### src/design/bop_pkg.sv
// Shared widths, defaults and register indexes of the binomial option pricer.
package bop_pkg;

    localparam int PRICE_W   = 32;
    localparam int MOVE_W    = 16;
    localparam int DISC_W    = 17;
    localparam int PERIOD_W  = 6;
    localparam int DELTA_W   = 18;
    localparam int CFG_IDX_W = 2;
    localparam int CFG_DAT_W = 17;
    localparam int S_DATA_W  = 64;
    localparam int M_DATA_W  = 56;

    localparam int MAX_PERIODS_DEF = 32;
    localparam int FRAC_BITS_DEF   = 16;

    localparam logic [MOVE_W-1:0]   MOVE_RST   = 16'd6554;
    localparam logic [DISC_W-1:0]   DISC_RST   = 17'd65536;
    localparam logic [PERIOD_W-1:0] PERIOD_RST = 6'd1;

    typedef enum logic [CFG_IDX_W-1:0] {
        REG_MOVE_FRACTION   = 2'd0,
        REG_DISCOUNT_FACTOR = 2'd1,
        REG_PERIOD_COUNT    = 2'd2
    } cfg_reg_t;

endpackage

### src/design/bop_mul.sv
// Shared signed multiplier with a registered product.
module bop_mul #(
    parameter int A_W = 34,
    parameter int B_W = 18
) (
    input  logic                    aclk,
    input  logic signed [A_W-1:0]   mul_a,
    input  logic signed [B_W-1:0]   mul_b,
    output logic signed [A_W+B_W-1:0] prod_reg
);

    // One product per cycle, registered in the cycle after its operands
    always_ff @(posedge aclk) begin
        prod_reg <= (A_W+B_W)'(mul_a) * (A_W+B_W)'(mul_b);
    end

endmodule

### src/design/bop_div.sv
// Restoring divider, one quotient bit per cycle.
module bop_div #(
    parameter int DVD_W = 48,
    parameter int DVS_W = 32
) (
    input  logic             aclk,
    input  logic             aresetn,
    input  logic             start,
    input  logic [DVD_W-1:0] dividend,
    input  logic [DVS_W-1:0] divisor,
    output logic             done_reg,
    output logic [DVD_W-1:0] quo_reg
);

    localparam int CNT_W = $clog2(DVD_W + 1);

    logic [DVS_W:0]   rem_reg;
    logic [DVS_W-1:0] dvs_reg;
    logic [CNT_W-1:0] cnt_reg;
    logic             busy_reg;
    logic [DVS_W:0]   rem_sh;
    logic             fits;

    // Shift in the next dividend bit, subtract when it fits
    always_comb begin
        rem_sh = {rem_reg[DVS_W-1:0], quo_reg[DVD_W-1]};
        fits   = (rem_sh >= {1'b0, dvs_reg});
    end

    always_ff @(posedge aclk) begin
        if (!aresetn) begin
            busy_reg <= 1'b0;
            done_reg <= 1'b0;
            cnt_reg  <= '0;
        end else begin
            done_reg <= 1'b0;
            if (start) begin
                busy_reg <= 1'b1;
                cnt_reg  <= CNT_W'(DVD_W);
                rem_reg  <= '0;
                quo_reg  <= dividend;
                dvs_reg  <= divisor;
            end else if (busy_reg) begin
                rem_reg <= fits ? (rem_sh - {1'b0, dvs_reg}) : rem_sh;
                quo_reg <= {quo_reg[DVD_W-2:0], fits};
                cnt_reg <= cnt_reg - 1'b1;
                if (cnt_reg == CNT_W'(1)) begin
                    busy_reg <= 1'b0;
                    done_reg <= 1'b1;
                end
            end
        end
    end

endmodule

### src/design/binomial_option_pricer.sv
// One word is priced at a time: the leaf payoffs are set up first, then each lattice
// node is updated level by level. The shared multiplier carries every node update, and
// the serial divider computes each node's delta when the up spot exceeds the down spot.
// A new word is taken as soon as the sequencer is idle. Reset (aresetn low, synchronous)
// restores the configuration registers, the sequencer state and the output valid flag.
module binomial_option_pricer #(
    parameter int MAX_PERIODS = bop_pkg::MAX_PERIODS_DEF,
    parameter int FRAC_BITS   = bop_pkg::FRAC_BITS_DEF
) (
    input  logic                            aclk,
    input  logic                            aresetn,
    input  logic                            s_tvalid,
    output logic                            s_tready,
    input  logic [bop_pkg::S_DATA_W-1:0]    s_tdata,   // spot_price, strike_price
    input  logic [0:0]                      s_tuser,   // is_put
    output logic                            m_tvalid,
    input  logic                            m_tready,
    output logic [bop_pkg::M_DATA_W-1:0]    m_tdata,   // option_value, hedge_delta, zero pad
    output logic [0:0]                      m_tuser,   // saturated
    input  logic                            cfg_wr_en,
    input  logic [bop_pkg::CFG_IDX_W-1:0]   cfg_index,
    input  logic [bop_pkg::CFG_DAT_W-1:0]   cfg_wdata
);

    localparam int PW    = bop_pkg::PRICE_W;
    localparam int IDX_W = $clog2(MAX_PERIODS + 1);
    localparam int FAC_W = FRAC_BITS + 1;
    localparam int DLT_W = FRAC_BITS + 2;
    localparam int A_W   = PW + 2;
    localparam int B_W   = (DLT_W > bop_pkg::DISC_W + 1) ? DLT_W : bop_pkg::DISC_W + 1;
    localparam int P_W   = A_W + B_W;
    localparam int ACC_W = P_W + 1;
    localparam int DVD_W = PW + FRAC_BITS;
    localparam logic [31:0]      UNIT_M1 = 32'((64'd1 << FRAC_BITS) - 64'd1);
    localparam logic [FAC_W-1:0] UNIT    = FAC_W'(64'd1 << FRAC_BITS);

    typedef enum logic [4:0] {
        S_IDLE, S_LEAF_INIT, S_CHAIN, S_CHAIN_TAKE, S_LEAF_WR, S_NODE_INIT,
        S_SU_MUL, S_SU_TAKE, S_SD_MUL, S_SD_TAKE, S_RD_VU, S_RD_VD, S_RD_DONE,
        S_DIV, S_DIV_WAIT, S_A_MUL, S_A_TAKE, S_B_MUL, S_B_TAKE, S_T_MUL,
        S_T_TAKE, S_OUT
    } state_t;

    // Configuration registers
    logic [bop_pkg::MOVE_W-1:0]   move_reg;
    logic [bop_pkg::DISC_W-1:0]   disc_cfg_reg;
    logic [bop_pkg::PERIOD_W-1:0] period_reg;

    always_ff @(posedge aclk) begin
        if (!aresetn) begin
            move_reg     <= bop_pkg::MOVE_RST;
            disc_cfg_reg <= bop_pkg::DISC_RST;
            period_reg   <= bop_pkg::PERIOD_RST;
        end else if (cfg_wr_en) begin
            case (cfg_index)
                bop_pkg::REG_MOVE_FRACTION:
                    move_reg <= cfg_wdata[bop_pkg::MOVE_W-1:0];
                bop_pkg::REG_DISCOUNT_FACTOR:
                    disc_cfg_reg <= cfg_wdata[bop_pkg::DISC_W-1:0];
                bop_pkg::REG_PERIOD_COUNT:
                    period_reg <= cfg_wdata[bop_pkg::PERIOD_W-1:0];
                default: ;
            endcase
        end
    end

    // Sequencer state
    state_t state_reg;
    logic [PW-1:0]     s0_reg, k_reg, x_reg, su_reg, sd_reg, vu_reg, vd_reg, last_val_reg;
    logic              put_reg, clamp_reg, dv_neg_reg;
    logic [FAC_W-1:0]  up_reg, dn_reg;
    logic [bop_pkg::DISC_W-1:0] disc_reg;
    logic [IDX_W-1:0]  n_reg, lvl_reg, i_reg, downs_reg, ups_reg;
    logic              leaf_reg;
    logic signed [DLT_W-1:0] delta_reg;
    logic signed [P_W-1:0]   a_reg;
    logic signed [A_W-1:0]   bq_reg;

    // Output register
    logic              m_valid_reg;
    logic [PW-1:0]     m_val_reg;
    logic signed [bop_pkg::DELTA_W-1:0] m_delta_reg;
    logic              m_sat_reg;

    // Shared multiplier and divider
    logic signed [A_W-1:0] mul_a;
    logic signed [B_W-1:0] mul_b;
    logic signed [P_W-1:0] prod_reg;
    logic                  div_start, div_done;
    logic [DVD_W-1:0]      div_dvd, div_quo;
    logic [PW-1:0]         div_dvs;

    bop_mul #(.A_W(A_W), .B_W(B_W)) u_mul (
        .aclk     (aclk),
        .mul_a    (mul_a),
        .mul_b    (mul_b),
        .prod_reg (prod_reg)
    );

    bop_div #(.DVD_W(DVD_W), .DVS_W(PW)) u_div (
        .aclk     (aclk),
        .aresetn  (aresetn),
        .start    (div_start),
        .dividend (div_dvd),
        .divisor  (div_dvs),
        .done_reg (div_done),
        .quo_reg  (div_quo)
    );

    // Value lattice memory, one entry per node of a level
    logic [PW-1:0]    val_mem [0:MAX_PERIODS];
    logic [PW-1:0]    rd_data_reg;
    logic [IDX_W-1:0] rd_addr;
    logic             wr_en;
    logic [PW-1:0]    wr_data;

    always_ff @(posedge aclk) begin
        if (wr_en) begin
            val_mem[i_reg] <= wr_data;
        end
        rd_data_reg <= val_mem[rd_addr];
    end

    // Datapath around the shared units
    logic              scl_clamp;
    logic [PW-1:0]     scl_val, payoff;
    logic signed [PW:0] dv;
    logic [PW-1:0]     dv_abs;
    logic [FAC_W-1:0]  mag;
    logic              mag_clamp;
    logic signed [DLT_W-1:0] div_delta;
    logic signed [P_W:0]   vd_sh, b_full;
    logic signed [ACC_W-1:0] tot, tq;
    logic [PW-1:0]     node_val;
    logic              node_clamp;
    logic [FRAC_BITS-1:0] v_eff;
    logic [IDX_W-1:0]  n_eff;

    always_comb begin
        // Request setup: limit v below one unit and N to the lattice depth
        v_eff = (32'(move_reg) > UNIT_M1) ? FRAC_BITS'(UNIT_M1) : FRAC_BITS'(move_reg);
        n_eff = (int'(period_reg) > MAX_PERIODS) ? IDX_W'(MAX_PERIODS) : IDX_W'(period_reg);

        // Floored price scaling with clamp
        scl_clamp = (prod_reg[P_W-1:FRAC_BITS+PW] != '0);
        scl_val   = scl_clamp ? '1 : prod_reg[FRAC_BITS+PW-1:FRAC_BITS];

        payoff = put_reg ? ((k_reg > x_reg) ? k_reg - x_reg : '0)
                         : ((x_reg > k_reg) ? x_reg - k_reg : '0);

        // Delta numerator and quotient
        dv      = $signed({1'b0, vu_reg}) - $signed({1'b0, vd_reg});
        dv_abs  = dv[PW] ? PW'(-dv) : PW'(dv);
        div_dvd = {dv_abs, {FRAC_BITS{1'b0}}};
        div_dvs = su_reg - sd_reg;
        mag_clamp = (div_quo > DVD_W'(UNIT));
        mag       = mag_clamp ? UNIT : FAC_W'(div_quo);
        div_delta = dv_neg_reg ? -$signed({1'b0, mag}) : $signed({1'b0, mag});

        // (vd << F) - sd*delta
        vd_sh  = $signed((P_W+1)'({vd_reg, {FRAC_BITS{1'b0}}}));
        b_full = vd_sh - (P_W+1)'(prod_reg);

        // s*delta + floor(b)*disc, floored and clamped
        tot = ACC_W'(a_reg) + ACC_W'(prod_reg);
        tq  = tot >>> FRAC_BITS;
        node_clamp = tq[ACC_W-1] || (tq[ACC_W-1:PW] != '0);
        node_val   = tq[ACC_W-1] ? '0 : (node_clamp ? '1 : tq[PW-1:0]);

        // Multiplier operand select
        mul_a = $signed({2'b00, x_reg});
        mul_b = $signed(B_W'(up_reg));
        case (state_reg)
            S_CHAIN:  mul_b = $signed(B_W'((downs_reg != '0) ? dn_reg : up_reg));
            S_SD_MUL: mul_b = $signed(B_W'(dn_reg));
            S_A_MUL:  mul_b = B_W'(delta_reg);
            S_B_MUL: begin
                mul_a = $signed({2'b00, sd_reg});
                mul_b = B_W'(delta_reg);
            end
            S_T_MUL: begin
                mul_a = bq_reg;
                mul_b = $signed(B_W'(disc_reg));
            end
            default: ;
        endcase

        // Memory access
        rd_addr = (state_reg == S_RD_VD) ? i_reg + 1'b1 : i_reg;
        wr_en   = (state_reg == S_LEAF_WR) || (state_reg == S_T_TAKE);
        wr_data = (state_reg == S_LEAF_WR) ? payoff : node_val;

        div_start = (state_reg == S_DIV) && (su_reg > sd_reg);
    end

    // Sequencer
    always_ff @(posedge aclk) begin
        if (!aresetn) begin
            state_reg   <= S_IDLE;
            m_valid_reg <= 1'b0;
        end else begin
            // Result word taken; S_OUT handles its own refill
            if (m_valid_reg && m_tready && (state_reg != S_OUT)) begin
                m_valid_reg <= 1'b0;
            end
            case (state_reg)
                S_IDLE: begin
                    if (s_tvalid) begin
                        s0_reg    <= s_tdata[PW-1:0];
                        k_reg     <= s_tdata[2*PW-1:PW];
                        put_reg   <= s_tuser[0];
                        up_reg    <= UNIT + FAC_W'(v_eff);
                        dn_reg    <= UNIT - FAC_W'(v_eff);
                        disc_reg  <= disc_cfg_reg;
                        n_reg     <= n_eff;
                        i_reg     <= '0;
                        clamp_reg <= 1'b0;
                        delta_reg <= '0;
                        state_reg <= S_LEAF_INIT;
                    end
                end
                S_LEAF_INIT: begin
                    x_reg     <= s0_reg;
                    downs_reg <= i_reg;
                    ups_reg   <= n_reg - i_reg;
                    leaf_reg  <= 1'b1;
                    state_reg <= S_CHAIN;
                end
                S_NODE_INIT: begin
                    x_reg     <= s0_reg;
                    downs_reg <= i_reg;
                    ups_reg   <= lvl_reg - 1'b1 - i_reg;
                    leaf_reg  <= 1'b0;
                    state_reg <= S_CHAIN;
                end
                // Node spot: down factors first, then up factors
                S_CHAIN: begin
                    if (downs_reg != '0 || ups_reg != '0) begin
                        state_reg <= S_CHAIN_TAKE;
                    end else begin
                        state_reg <= leaf_reg ? S_LEAF_WR : S_SU_MUL;
                    end
                end
                S_CHAIN_TAKE: begin
                    x_reg     <= scl_val;
                    clamp_reg <= clamp_reg | scl_clamp;
                    if (downs_reg != '0) begin
                        downs_reg <= downs_reg - 1'b1;
                    end else begin
                        ups_reg <= ups_reg - 1'b1;
                    end
                    state_reg <= S_CHAIN;
                end
                S_LEAF_WR: begin
                    last_val_reg <= payoff;
                    if (i_reg == n_reg) begin
                        i_reg     <= '0;
                        lvl_reg   <= n_reg;
                        state_reg <= (n_reg == '0) ? S_OUT : S_NODE_INIT;
                    end else begin
                        i_reg     <= i_reg + 1'b1;
                        state_reg <= S_LEAF_INIT;
                    end
                end
                S_SU_MUL: state_reg <= S_SU_TAKE;
                S_SU_TAKE: begin
                    su_reg    <= scl_val;
                    clamp_reg <= clamp_reg | scl_clamp;
                    state_reg <= S_SD_MUL;
                end
                S_SD_MUL: state_reg <= S_SD_TAKE;
                S_SD_TAKE: begin
                    sd_reg    <= scl_val;
                    clamp_reg <= clamp_reg | scl_clamp;
                    state_reg <= S_RD_VU;
                end
                S_RD_VU: state_reg <= S_RD_VD;
                S_RD_VD: begin
                    vu_reg    <= rd_data_reg;
                    state_reg <= S_RD_DONE;
                end
                S_RD_DONE: begin
                    vd_reg    <= rd_data_reg;
                    state_reg <= S_DIV;
                end
                // A spot difference that is not positive gives delta 0
                S_DIV: begin
                    dv_neg_reg <= dv[PW];
                    if (su_reg > sd_reg) begin
                        state_reg <= S_DIV_WAIT;
                    end else begin
                        delta_reg <= '0;
                        state_reg <= S_A_MUL;
                    end
                end
                S_DIV_WAIT: begin
                    if (div_done) begin
                        delta_reg <= div_delta;
                        clamp_reg <= clamp_reg | mag_clamp;
                        state_reg <= S_A_MUL;
                    end
                end
                S_A_MUL: state_reg <= S_A_TAKE;
                S_A_TAKE: begin
                    a_reg     <= prod_reg;
                    state_reg <= S_B_MUL;
                end
                S_B_MUL: state_reg <= S_B_TAKE;
                S_B_TAKE: begin
                    bq_reg    <= A_W'(b_full >>> FRAC_BITS);
                    state_reg <= S_T_MUL;
                end
                S_T_MUL: state_reg <= S_T_TAKE;
                S_T_TAKE: begin
                    last_val_reg <= node_val;
                    clamp_reg    <= clamp_reg | node_clamp;
                    if (i_reg == lvl_reg - 1'b1) begin
                        i_reg     <= '0;
                        lvl_reg   <= lvl_reg - 1'b1;
                        state_reg <= (lvl_reg == IDX_W'(1)) ? S_OUT : S_NODE_INIT;
                    end else begin
                        i_reg     <= i_reg + 1'b1;
                        state_reg <= S_NODE_INIT;
                    end
                end
                S_OUT: begin
                    if (!m_valid_reg || m_tready) begin
                        m_valid_reg <= 1'b1;
                        m_val_reg   <= last_val_reg;
                        m_delta_reg <= bop_pkg::DELTA_W'(delta_reg);
                        m_sat_reg   <= clamp_reg;
                        state_reg   <= S_IDLE;
                    end
                end
                default: state_reg <= S_IDLE;
            endcase
        end
    end

    assign s_tready = (state_reg == S_IDLE);
    assign m_tvalid = m_valid_reg;
    assign m_tdata  = bop_pkg::M_DATA_W'({m_delta_reg, m_val_reg});
    assign m_tuser  = m_sat_reg;

endmodule

### config.mk
export PLATFORM = sky130hd
export DESIGN_NAME = binomial_option_pricer
export DESIGN_NICKNAME = d
export VERILOG_FILES = /design/src/design/bop_pkg.sv /design/src/design/bop_mul.sv /design/src/design/bop_div.sv /design/src/design/binomial_option_pricer.sv
export SDC_FILE = /design/constraint.sdc
export NUM_CORES = 2
export LEC_CHECK = 0
export ABC_CLOCK_PERIOD_IN_PS = 9400
export BUFFER_PORTS_ARGS = -buffer_cell sky130_fd_sc_hd__buf_4
export CORE_MARGIN = 1
export CORE_UTILIZATION = 58
export DETAILED_ROUTE_END_ITERATION = 8
export GPL_TIMING_DRIVEN = 0
export PLACE_DENSITY_LB_ADDON = 0.15
export SLEW_MARGIN = 20
export SYNTH_ARGS = -nofsm -noshare
export SYNTH_HDL_FRONTEND = slang
export SYNTH_SLANG_ARGS = --single-unit
### constraint.sdc
create_clock -name aclk -period 9.4 [get_ports aclk]
set_clock_uncertainty 0.1 [all_clocks]
set_input_delay 0.47 -clock aclk [delete_from_list [all_inputs] [get_ports aclk]]
set_output_delay 0.47 -clock aclk [all_outputs]
set_load 0.05 [all_outputs]
# [Word-level counts from Yosys, hierarchy flattened]
# Memories as Yosys holds them, arrays and structs flattened. A register that Yosys moved wholly into a read port is not among the register bits.
# Index checks and enable logic that the tools add are counted.
[word_totals] out_inout_bits=59 ram_bits=1056 mem_count=1 in_bits=89 regBits=713 elab_cells=221
[mem_list] memory="val_mem" depth=33 width=32 read_ports=1 rd_clocked_by_memory_dff=1 write_ports=1 line="binomial_option_pricer.sv:111" text="logic [PW-1:0] val_mem [0:MAX_PERIODS];"
[classes] eq_ne=36 n_addsub=18 reduce_logical=53 magnitude_cmp=6 n_mul=1 bitwise_logic=5 n_mux=61
[ops] operator="32-bit 2-to-1 mux" count=10
[ops] operator="32-bit one-hot mux with 2 select lines" count=2
[ops] operator="32-bit subtractor" count=4
[ops] operator="5-bit one-hot mux with 20 select lines" count=1
[ops] operator="32-bit greater-than comparator" count=3
[ops] operator="48-bit 2-to-1 mux" count=2
[ops] operator="18-bit 2-to-1 mux" count=4
[ops] operator="18-bit one-hot mux with 4 select lines" count=1
[ops] operator="34-bit one-hot mux with 2 select lines" count=1
[ops] operator="6-bit 2-to-1 mux" count=10
[ops] operator="18-bit one-hot mux with 3 select lines" count=1
[ops] operator="52-bit by 52-bit adder with 53-bit output" count=1
[ops] operator="34-bit by 18-bit multiplier with 52-bit output" count=1
[ops] operator="49-bit by 50-bit subtractor with 50-bit output" count=1
[ops] operator="48-bit by 17-bit greater-than comparator with 1-bit output (second input constant)" count=1
[ops] operator="5-bit by 4-bit == test with 1-bit output (second input constant)" count=8
[ops] operator="6-bit one-hot mux with 3 select lines" count=2
[ops] operator="5-bit 2-to-1 mux" count=7
[ops] operator="17-bit 2-to-1 mux" count=2
[ops] operator="33-bit by 32-bit >= comparator with 1-bit output" count=1
[ops] operator="32-bit by 32-bit subtractor with 33-bit output" count=1
[ops] operator="32-bit negator" count=1
[ops] operator="5-bit == test (second input constant)" count=6
[ops] operator="2-bit AND reduction" count=15
[ops] operator="41 further kinds" count=94

# [Logic depth before layout (Yosys ltp)]
[logic_depth] ltp_word=6 ltp_mapped=36 ltp_nobuf=33

# [By module]
# From an unflattened synthesis, not the netlist that was laid out.
[hier_totals] cells_unflattened=8092 hier_area_um2=103490.5
[modules_own_cells] mod="binomial_option_pricer" cells_per_inst=5033 area_per_inst_um2=74532.7 n_inst=1
[modules_own_cells] mod="bop_mul" cells_per_inst=2470 area_per_inst_um2=22153.7 n_inst=1
[modules_own_cells] mod="bop_div" cells_per_inst=589 area_per_inst_um2=6804.0 n_inst=1

# [Worst setup path after synthesis]
# Ideal clock, no wire load.
[synth_timing] path_kind="reg-to-reg" start="reg downs_reg[0]" end="reg u_mul.prod_reg[50]" t_required_ns=9.228 setup_time_ns=0.072 stages_incl_launch_ff=35 n_path_buf=3 arrival_time_ns=8.421 slack_ns=0.806 cell_sequence="edfxtp_1 inv_1 ha_1 nand2_1 or3_1 a21oi_1 nor4_2 a21oi_1 buf_2 a221oi_2 clkbuf_1 nor2_1 fa_1 inv_1 fa_1 fa_1 inv_1 fa_1 fa_1 inv_1 fa_1 inv_1 ha_1 clkbuf_1 a21o_1 a221oi_1 nand2_1 nor3_1 o31a_1 o211ai_1 o2111ai_1 or3b_1 a21o_1 a221oi_1 xnor2_1"
[synth_between] elab_chain_len=4
[synth_lines] element="start: declaration" line="binomial_option_pricer.sv:73" text="logic [IDX_W-1:0] n_reg, lvl_reg, i_reg, downs_reg, ups_reg;"
[synth_lines] element="start signal: assignment" line="binomial_option_pricer.sv:224" text="downs_reg <= i_reg;"
[synth_lines] element="start signal: assignment" line="binomial_option_pricer.sv:231" text="downs_reg <= i_reg;"
[synth_lines] element="start signal: assignment" line="binomial_option_pricer.sv:248" text="downs_reg <= downs_reg - 1'b1;"
[synth_lines] element="6-bit nonzero test" line="binomial_option_pricer.sv:174" text="S_CHAIN: mul_b = $signed(B_W'((downs_reg != '0) ? dn_reg : up_reg));"
[synth_lines] element="17-bit 2-to-1 mux" line="binomial_option_pricer.sv:174"
[synth_lines] element="18-bit one-hot mux with 4 select lines" line="binomial_option_pricer.sv:173" text="case (state_reg)"
[synth_lines] element="34-bit by 18-bit multiplier with 52-bit output" line="bop_mul.sv:14" text="prod_reg <= (A_W+B_W)'(mul_a) * (A_W+B_W)'(mul_b);"
[synth_lines] element="end signal: assignment" line="bop_mul.sv:14"
[synth_lines] element="end: declaration" line="bop_mul.sv:9" text="output logic signed [A_W+B_W-1:0] prod_reg"
# Every way passes these cells.
# A chain may end at the register's enable or synchronous reset.

# [Final worst setup path]
[layout_timing] start="reg downs_reg[0]" end="reg u_mul.prod_reg[42]"
# Same word-level chain as after synthesis.

==> results_dict.tcl <==
set metrics [dict create \
    cp_max_fo 10 \
    max-vdd-ir-drop_mv 1.19 \
    cpMaxStageDelayCell "fa_1" \
    r2r_end "u_mul.prod_reg[42]" \
    die_x_um 421 \
    synthCells 7971 \
    route.detailed.drc 1 \
    die_h_um 421 \
    synth_most_common_cell "edfxtp_1" \
    yosysWarnings 0 \
    grt_max_degree 51 \
    crit_top_cell "fa_1" \
    drive_gt1_share_pct 14.8 \
    initial_utilization_pct 58.5 \
    r2r_setup_slack_ns 0.19 \
    synth_top_flop_cell "edfxtp_1" \
    largest_reg_flops 1056 \
    finalPower_uw 44000 \
    slowest_delay_ns 0.58 \
    port_buffers 141 \
    synth.area.top_cells "edfxtp_1, fa_1, mux4_2" \
    powerDensity_nw_per_um2 375 \
    vias 69200 \
    hold_class "in -> reg" \
    setup_viol 0 \
    final_util_pct 67.3 \
    max_cap_viol_count 0 \
    synth-edff-count 1662 \
    cts.path.max_buffers 3 \
    hp-start "m_tready" \
    dp_hpwl_mm 249 \
    vias_per_cell 6.29 \
    cts_root_buf "clkbuf_16" \
    clk_latency_ns 0.85 \
    synth_top_area_share_pct 48.9 \
    p_leak_uw 0.0455 \
    synth_common_cells "edfxtp_1, inv_1, nand2_1, nor2_1, fa_1" \
    r2r_cells 33 \
    fp.dieArea_um2 177000 \
    cts_max_level 4 \
    grt_usage_pct 37.1 \
    antenna_found_initial 8 \
    worst_slew_pin_slew_ns 1.23 \
    cts_tree "yes" \
    slew_headroom_pct 17.9 \
    finalMaxSlewViolations 0 \
    cts_inserted_buffers 180 \
    r2r_start "downs_reg[0]" \
    yosysSeqAreaShare_pct 51.6 \
    synth_cell_type_count 112 \
    start_kind "flop" \
    drtPass1Iterations 9 \
    avgRoutedWirePerCell_um 29.8 \
    avgSynthCellArea_um2 12.8 \
    clk_pin_slew_worst_paths_ns 0.06 \
    clkSinkCount 1799 \
    hold_viol_final 0 \
    synth.ff_latch_count 1799 \
    gp_congestion 1.02 \
    min_period_over_period_pct 97.9 \
    min_period_ns 9.21 \
    synthArstFlopShare_pct 0 \
    drt_iter0_markers 7402 \
    hold_path_depth 3 \
    core_area_um2 174000 \
    outcome "complete, but fails checks" \
    num_rows 153 \
    violations "DRC" \
    area_growth_syn_to_layout_pct 15.0 \
    critPathArrivalTime_ns 9.79 \
    ant_nets 0 \
    overflow 0 \
    crit_type "reg -> reg" \
    end_kind "flop" \
    grt_pass1_wl_mm 474 \
    rsz0062_at_grt "yes" \
    grt_pass1_vias 69900 \
    synth_top_area_cell "edfxtp_1" \
    cp.required_ns 9.98 \
    fmax_ghz 0.109 \
    routed_wirelength_mm 327 \
    hold_path_end "m_tvalid" \
    n_fill_cell 12500 \
    pin_count 148 \
    syn-cell-area_um2 102000 \
    fin_area_um2 117000 \
    nets 9593 \
    placed_area_um2 109000 \
]
power by group:
part / switching [uW] / leakage, uW / internal (uW)
Sequential: 270 / 0.0163 / 9830
Clock: 3210 / 0.00294 / 4250
Combinational: 16500 / 0.0263 / 9910
what timing repair did:
action / CTS / global route
hold endpoints to repair: 109 / 0
pin swaps: 16 / 11
endpoints found under the setup margin: 36 / 13
setup buffers: 18 / 8
hold buffers: 85 / 0
resized for setup: 176 / 68
gates cloned: 1 / 0
cells by family after synthesis:
group	after synthesis	share of synthesized area (%)
AND/OR/NAND/NOR	1911	8.34
flip-flops	1799	51.6
buffers and inverters	1310	4.97
AO/OA/AOI/OAI	1307	8.57
adder cells (fa/ha/maj)	980	16.4
multiplexers	390	7.76
XOR/XNOR	273	2.35
other	1	0.00368
cell usage in the layout (no fill, tap or decap), types with 56 or more instances in the layout:
master,Yosys,final
edfxtp_1,1662,1662
dlygate4sd3_1,0,85
nor2b_1,58,58
dfxtp_1,137,136
clkbuf_1,221,172
a21oi_1,364,357
nand3_1,81,79
buf_2,60,70
xnor2_1,171,165
buf_4,15,221
nor3_1,73,66
xor2_1,101,100
mux4_2,320,320
mux2i_1,68,68
ha_1,388,386
a21o_1,139,139
inv_1,974,973
nand2_1,705,705
nor2_1,662,621
a31oi_1,62,61
fa_1,592,592
clkbuf_16,0,185
o21ai_0,193,178
buf_16,0,56
metal layers:
layer / up-vias / track usage, % / routed length, um
met1: 35000 / 46.4 / 120000
met2: 3695 / 60.2 / 156000
met4: 6 / 23.9 / 25100
li1: 29600 / - / -
met3: 949 / 6.24 / 25900
met5: - / 0 / 39
worst max path at each step:
stage	from	to	slack [ns]	depth (start not counted)
2_1_floorplan	downs_reg[0]	u_mul.prod_reg[50]	0.81	34
3_3_place_gp	state_reg[1]	u_mul.prod_reg[45]	-2.51	32
3_5_place_dp	state_reg[3]	u_mul.prod_reg[44]	-2.42	33
4_1_cts	state_reg[1]	u_mul.prod_reg[50]	0.04	32
5_1_grt	downs_reg[0]	u_mul.prod_reg[50]	-0.01	34
6_report	downs_reg[0]	u_mul.prod_reg[42]	0.19	33
cell type report:
class | count | area [um2] | share of cell area [%]
timing repair buffer | 390 | 4690 | 4.00
antenna | 4 | 10.0 | 0.00853
clock buffer | 227 | 4840 | 4.12
tap | 2325 | 2910 | 2.48
multi-input combinational | 4868 | 45800 | 39.0
inverter | 976 | 3660 | 3.12
buffer | 309 | 1480 | 1.26
clock inverter | 110 | 1290 | 1.10
sequential | 1799 | 52700 | 44.9
metrics by stage:
step / cells / hold slack [ns] / setup slack (ns) / TNS, ns
final: 11000 / 0.0390 / 0.194 / 0
after global routing: 11000 / 0.0478 / -0.0114 / -0.0165
after CTS: 11000 / 0.00473 / 0.0382 / 0
after detailed placement: 10600 / 0.306 / -2.42 / -50.65
after global placement: 10400 / 0.303 / -2.51 / -54.52
after floorplan: 7976 / 0.300 / 0.806 / 0
worst max-delay path, delay by kind of cell (launching register included):
kind	cells	cell delay, ns
compound gates	8	1.92
xor+xnor	1	0.29
fa+ha+maj	8	3.57
buf+inv	8	1.16
flops	1	0.42
simple gates	8	1.53
No activity file was read; power rests on OpenSTA's default activity.
